<file path="config.mk">
export PLATFORM = sky130hd
export DESIGN_NAME = glq_ctrl
export DESIGN_NICKNAME = d
export VERILOG_FILES = /design/src/design/glq_pkg.sv /design/src/design/glq_ctrl.sv
export SDC_FILE = /design/constraint.sdc
export NUM_CORES = 1
export LEC_CHECK = 0
export ABC_AREA = 1
export CAP_MARGIN = 25
export CORE_ASPECT_RATIO = 0.7
export CORE_MARGIN = 2
export CORE_UTILIZATION = 37
export CTS_CLUSTER_DIAMETER = 50
export CTS_CLUSTER_SIZE = 16
export DETAILED_ROUTE_END_ITERATION = 8
export DONT_BUFFER_PORTS = 1
export GPL_TIMING_DRIVEN = 1
export MAX_ROUTING_LAYER = met4
export PLACE_DENSITY = 0.61
export RECOVER_POWER = 50
export SYNTH_ARGS = -nofsm -noshare
export SYNTH_HDL_FRONTEND = slang
export SYNTH_SLANG_ARGS = --single-unit
</file>
<file path="constraint.sdc">
create_clock -name clk -period 1.5 [get_ports clk]
set_input_delay 0.15 -clock clk [delete_from_list [all_inputs] [get_ports clk]]
set_output_delay 0.15 -clock clk [all_outputs]
set_load 0.01 [all_outputs]
</file>
<file path="src/design/glq_pkg.sv">
// glq_pkg: types, constants and helper functions for glyph_quad_layout
// no dependencies; imported by every module of the block except the generic ram

package glq_pkg;

  localparam int GLQ_ENTRIES_DEF   = 128;
  localparam int GLQ_FALLBACK_CODE = 63;
  localparam int GLQ_CFG_W         = 17;
  localparam int GLQ_PROD_W        = 44;
  localparam int GLQ_MUL_W         = 22;

  localparam logic [16:0] GLQ_INV_EM_RST = 17'd2048;
  localparam logic [15:0] GLQ_ASC_RST    = 16'd0;
  localparam logic [16:0] GLQ_NDC_X_RST  = 17'd102;
  localparam logic [16:0] GLQ_NDC_Y_RST  = 17'd182;

  localparam logic signed [GLQ_PROD_W-1:0] GLQ_NDC_ONE = 44'sd16384;

  typedef enum logic [1:0] {
    CMD_LOAD  = 2'd0,
    CMD_START = 2'd1,
    CMD_CHAR  = 2'd2
  } cmd_t;

  typedef enum logic [1:0] {
    CFG_INV_EM   = 2'd0,
    CFG_ASCENDER = 2'd1,
    CFG_NDC_X    = 2'd2,
    CFG_NDC_Y    = 2'd3
  } cfg_idx_t;

  typedef enum logic [3:0] {
    OP_NONE  = 4'd0,
    OP_SCALE = 4'd1,
    OP_ASC   = 4'd2,
    OP_XO    = 4'd3,
    OP_YO    = 4'd4,
    OP_W     = 4'd5,
    OP_H     = 4'd6,
    OP_ADV   = 4'd7,
    OP_NX0   = 4'd8,
    OP_NX1   = 4'd9,
    OP_NY0   = 4'd10,
    OP_NY1   = 4'd11
  } op_t;

  typedef struct packed {
    logic        [1:0]  cmd;
    logic        [7:0]  code;
    logic signed [19:0] start_x;
    logic signed [19:0] start_y;
    logic        [11:0] size;
    logic        [31:0] color;
    logic signed [15:0] advance;
    logic signed [15:0] xoffset;
    logic signed [15:0] yoffset;
    logic        [14:0] width;
    logic        [14:0] height;
    logic        [63:0] uv_rect;
  } glq_in_t;

  typedef struct packed {
    logic signed [15:0] x_ndc;
    logic signed [15:0] y_ndc;
    logic        [15:0] tex_u;
    logic        [15:0] tex_v;
    logic        [31:0] vertex_color;
    logic        [15:0] vertex_index;
    logic               last;
  } glq_out_t;

  typedef struct packed {
    logic signed [15:0] advance;
    logic signed [15:0] xoffset;
    logic signed [15:0] yoffset;
    logic        [14:0] width;
    logic        [14:0] height;
    logic        [63:0] uv_rect;
  } glq_glyph_t;

  typedef struct packed {
    logic       accept;
    op_t        op;
    logic       miss_adv;
    logic       emit;
    logic [1:0] vtx;
  } glq_cmd_t;

  typedef struct packed {
    logic found;
    logic empty;
    logic out_free;
  } glq_sts_t;

  function automatic logic signed [19:0] sat20(input logic signed [GLQ_PROD_W-1:0] v);
    if (v > 44'sd524287) return 20'sh7FFFF;
    if (v < -44'sd524288) return 20'sh80000;
    return v[19:0];
  endfunction

  function automatic logic signed [15:0] sat16(input logic signed [GLQ_PROD_W-1:0] v);
    if (v > 44'sd32767) return 16'sh7FFF;
    if (v < -44'sd32768) return 16'sh8000;
    return v[15:0];
  endfunction

  // floor((v + 2^(sh-1)) / 2^sh)
  function automatic logic signed [GLQ_PROD_W-1:0] rnd_shr(
    input logic signed [GLQ_PROD_W-1:0] v,
    input int unsigned                  sh
  );
    logic signed [GLQ_PROD_W-1:0] t;
    t = v + (44'sd1 <<< (sh - 1));
    return t >>> sh;
  endfunction

endpackage

</file>
<file path="src/design/glq_ctrl.sv">
// glq_ctrl: sequencer for glyph_quad_layout; steps the shared multiplier and vertex beats
// depends on glq_pkg

module glq_ctrl (
  input  logic              clk,
  input  logic              rst_n,
  input  logic              in_valid,
  input  logic [1:0]        in_cmd,
  output logic              in_stall,
  input  glq_pkg::glq_sts_t sts,
  output glq_pkg::glq_cmd_t cmd
);

  import glq_pkg::*;

  typedef enum logic [13:0] {
    S_IDLE   = 14'b00000000000001,
    S_SCALE  = 14'b00000000000010,
    S_WAIT   = 14'b00000000000100,
    S_ASC    = 14'b00000000001000,
    S_LOOKUP = 14'b00000000010000,
    S_YO     = 14'b00000000100000,
    S_W      = 14'b00000001000000,
    S_H      = 14'b00000010000000,
    S_ADV    = 14'b00000100000000,
    S_NX0    = 14'b00001000000000,
    S_NX1    = 14'b00010000000000,
    S_NY0    = 14'b00100000000000,
    S_NY1    = 14'b01000000000000,
    S_EMIT   = 14'b10000000000000
  } state_t;

  state_t     state_r, state_nxt;
  logic [1:0] vtx_r, vtx_nxt;

  always_ff @(posedge clk) begin
    if (!rst_n) begin
      state_r <= S_IDLE;
      vtx_r   <= 2'd0;
    end else begin
      state_r <= state_nxt;
      vtx_r   <= vtx_nxt;
    end
  end

  assign in_stall = (state_r != S_IDLE);

  always_comb begin
    state_nxt    = state_r;
    vtx_nxt      = vtx_r;
    cmd.accept   = 1'b0;
    cmd.op       = OP_NONE;
    cmd.miss_adv = 1'b0;
    cmd.emit     = 1'b0;
    cmd.vtx      = vtx_r;
    case (state_r)
      S_IDLE: begin
        if (in_valid) begin
          cmd.accept = 1'b1;
          case (in_cmd)
            CMD_START: state_nxt = S_SCALE;
            CMD_CHAR:  state_nxt = S_LOOKUP;
            default:   state_nxt = S_IDLE;
          endcase
        end
      end
      S_SCALE: begin
        cmd.op    = OP_SCALE;
        state_nxt = S_WAIT;
      end
      S_WAIT: state_nxt = S_ASC;
      S_ASC: begin
        cmd.op    = OP_ASC;
        state_nxt = S_IDLE;
      end
      S_LOOKUP: begin
        if (!sts.found) begin
          cmd.miss_adv = 1'b1;
          state_nxt    = S_IDLE;
        end else if (sts.empty) begin
          cmd.op    = OP_ADV;
          state_nxt = S_IDLE;
        end else begin
          cmd.op    = OP_XO;
          state_nxt = S_YO;
        end
      end
      S_YO: begin
        cmd.op    = OP_YO;
        state_nxt = S_W;
      end
      S_W: begin
        cmd.op    = OP_W;
        state_nxt = S_H;
      end
      S_H: begin
        cmd.op    = OP_H;
        state_nxt = S_ADV;
      end
      S_ADV: begin
        cmd.op    = OP_ADV;
        state_nxt = S_NX0;
      end
      S_NX0: begin
        cmd.op    = OP_NX0;
        state_nxt = S_NX1;
      end
      S_NX1: begin
        cmd.op    = OP_NX1;
        state_nxt = S_NY0;
      end
      S_NY0: begin
        cmd.op    = OP_NY0;
        state_nxt = S_NY1;
      end
      S_NY1: begin
        cmd.op    = OP_NY1;
        state_nxt = S_EMIT;
      end
      S_EMIT: begin
        if (sts.out_free) begin
          cmd.emit = 1'b1;
          vtx_nxt  = vtx_r + 2'd1;
          if (vtx_r == 2'd3) begin
            state_nxt = S_IDLE;
          end
        end
      end
      default: begin
        state_nxt = S_IDLE;
        vtx_nxt   = 2'd0;
      end
    endcase
  end

endmodule

</file>
==> results.json <==
{
  "outcome": "finished, violations left",
  "violations": "setup timing",
  "worst-r2r-cell-count": 11,
  "ir_drop_v": 0.000312,
  "ys_ff_latch": 16,
  "clock_latency_ps": 260,
  "ys_async_sr_fraction_pct": 0,
  "end_kind": "output pin",
  "dp.cells": 221,
  "fin_util_pct": 51.9,
  "synthesis.nets": 186,
  "grt_pass1_wl_um": 4970,
  "stdcell_count": 241,
  "critPathMaxFanout": 5,
  "ant_nets": 0,
  "syn_area_per_cell_um2": 7.01,
  "dieWidth_um": 72.8,
  "synth_top_cell_area_share_pct": 26.1,
  "synthFlopType": "dfxtp_1",
  "hold_class": "in2reg",
  "yosys.area.top_type": "dfxtp_1",
  "rrSetupSlack_ps": -20,
  "clkTransAtPathRegs_ps": 70,
  "power_leakage_nw": 0.850,
  "finalNetCount": 215,
  "grt_max_degree": 13,
  "dr.pass1.iters": 4,
  "drt_iter0_drc": 39,
  "cts-root-buf": "clkbuf_8",
  "yosys_warnings": 0,
  "grt-ovfl-total": 0,
  "hpwl_um": 2200,
  "via_count": 1186,
  "grt_usage_pct": 18.1,
  "rsz0062_at_grt": "yes",
  "fin_area_um2": 1640,
  "gp_congestion": 0.844,
  "maxSlewViolCount": 0,
  "antenna_found_initial": 0,
  "fin_crit_ps": 1570,
  "dpl_cell_area_um2": 1330,
  "timing.rr.end": "state_r[0]",
  "maxSlewHeadroom_pct": 83.8,
  "die_y_um": 52.2,
  "io_buffer_count": 0,
  "synth.most_common_cell": "nand2_1",
  "synth_edf_count": 0,
  "finalHoldViolations": 0,
  "worstMarginPinSlew_ps": 243,
  "syn_to_final_growth_pct": 33.9,
  "grt_pass1_vias": 1127,
  "arrival_ps": 1420,
  "finClkSkew_ps": 1.51,
  "r2r_start": "state_r[13]",
  "ys_top_cells_by_area": "dfxtp_1, nand2_1, inv_1",
  "worst_slack_ps": -73.0,
  "io_pins": 18,
  "finalCritPeriodShare_pct": 105,
  "maxCapViolCount": 0,
  "yosysSeqAreaShare_pct": 26.1,
  "numCtsBuffers": 3,
  "cp-startpoint": "state_r[1]",
  "num_antenna_cells": 0,
  "crit_required_ps": 1350,
  "htreeDepth": 1,
  "synthesis.area_um2": 1230,
  "drt-wirelength-per-cell_um": 12.7,
  "setup-violations-final": 8,
  "yosysUniqueCellTypes": 31,
  "synth_common_cells": "nand2_1, inv_1, nor2_1",
  "numClockSinks": 16,
  "drc": 0,
  "synth_cells": 175,
  "drive_above_1_share_pct": 48.3,
  "critPathLaunchType": "flop",
  "num_rows": 17,
  "post-place-ws_ps": -10.2,
  "crit_type": "reg2out",
  "detail_route.wirelength_um": 3060,
  "via_per_inst": 4.92,
  "clockBufferDepth": 2,
  "die_area_um2": 3800,
  "initial_core_util_pct": 38.7,
  "powerDensity_nw_per_um2": 652,
  "cts_tree": "built",
  "core_um2": 3170,
  "fmaxAchievable_mhz": 636,
  "crit_end": "cmd[6]"
}
==> kinds of logic (layout without fill, tap and decap cells) <==
family,count (synthesis),count (layout),share of synthesized area (%)
adder cells (fa/ha/maj),3,3,3.06
buffers and inverters,39,67,13.6
flip-flops,16,16,26.1
AND/OR/NAND/NOR,109,109,52.6
AO/OA/AOI/OAI,8,8,4.69
==> final cells by class <==
class | instances | area, um2
clock buffer | 4 | 55.1
fill | 310 | 1530
inverter | 36 | 140
multi-input combinational | 120 | 836
sequential | 16 | 334
tap | 38 | 47.5
timing repair buffer | 27 | 231
==> sequential cells by signal (all words and copies together), names as in the netlist <==
| register | flops |
|---|---|
| state_r | 14 |
| vtx_r | 2 |
==> power breakdown <==
group | switching, W | internal [W] | total (W)
clock network | 0.000167 | 0.000233 | 0.000400
registers | 0.0000125 | 0.000435 | 0.000447
logic | 0.000122 | 0.000103 | 0.000225
total | 0.000301 | 0.000771 | 0.00107
==> worst max-delay path, cell delays in order (launching register included) <==
cell and delay [ps]:
dfxtp_2 340, nor2_4 140, nand2_4 110, nor2_2 180
buf_4 150, nand4_1 120, nand3_2 130
==> layer usage <==
metal	track usage [%]	vias to the layer above	part of all wire [%]	wire length [um]
met5	-	-	0	0
met4	6.79	0	1.2	37
met3	6.35	4	4.7	145
met2	28.8	20	49	1510
met1	21.2	563	45	1370
li1	-	599	-	-
==> metrics by stage <==
step                      power, W  setup TNS (ps)  hold slack [ps]
after floorplan           0.000582               0              275
after global placement    0.000606               0              237
after detailed placement  0.000613           -10.2              249
after CTS                  0.00106            -311             2.17
after global routing       0.00111           -2110             4.83
final                      0.00107            -339             8.86
==> how the worst min path moves through the flow <==
stage | start | endpoint | slack, ps | cells past startpoint
finish | rst_n | state_r[5] | 9 | 2
global route | rst_n | state_r[7] | 5 | 2
CTS | rst_n | state_r[5] | 2 | 2
detailed placement | rst_n | state_r[0] | 250 | 1
global placement | rst_n | state_r[0] | 240 | 1
floorplan | rst_n | vtx_r[0] | 270 | 2
==> what timing repair did <==
| item | 4_1_cts | 5_1_grt |
|---|---|---|
| endpoints found under the setup margin | 11 | 22 |
| endpoints found under the hold margin | 2 | 0 |
| buffers inserted | 13 | 2 |
| resized for setup | 35 | 10 |
| pin swaps | 16 | 6 |
| hold buffers | 1 | 0 |
==> cells in the final DEF, fill, tap and decap left out, drive strengths merged <==
cell,n
nor2,41
clkinv,2
dlygate4sd3,1
inv,34
o211ai,1
a31oi,1
o21ai,3
nand3b,2
a21oi,1
o2111ai,1
o21bai,1
dfxtp,16
nand2,38
or2,2
ha,3
nor3,5
buf,25
clkbuf,5
nand4,8
nand3,13
(Power assumes the default switching activity.)
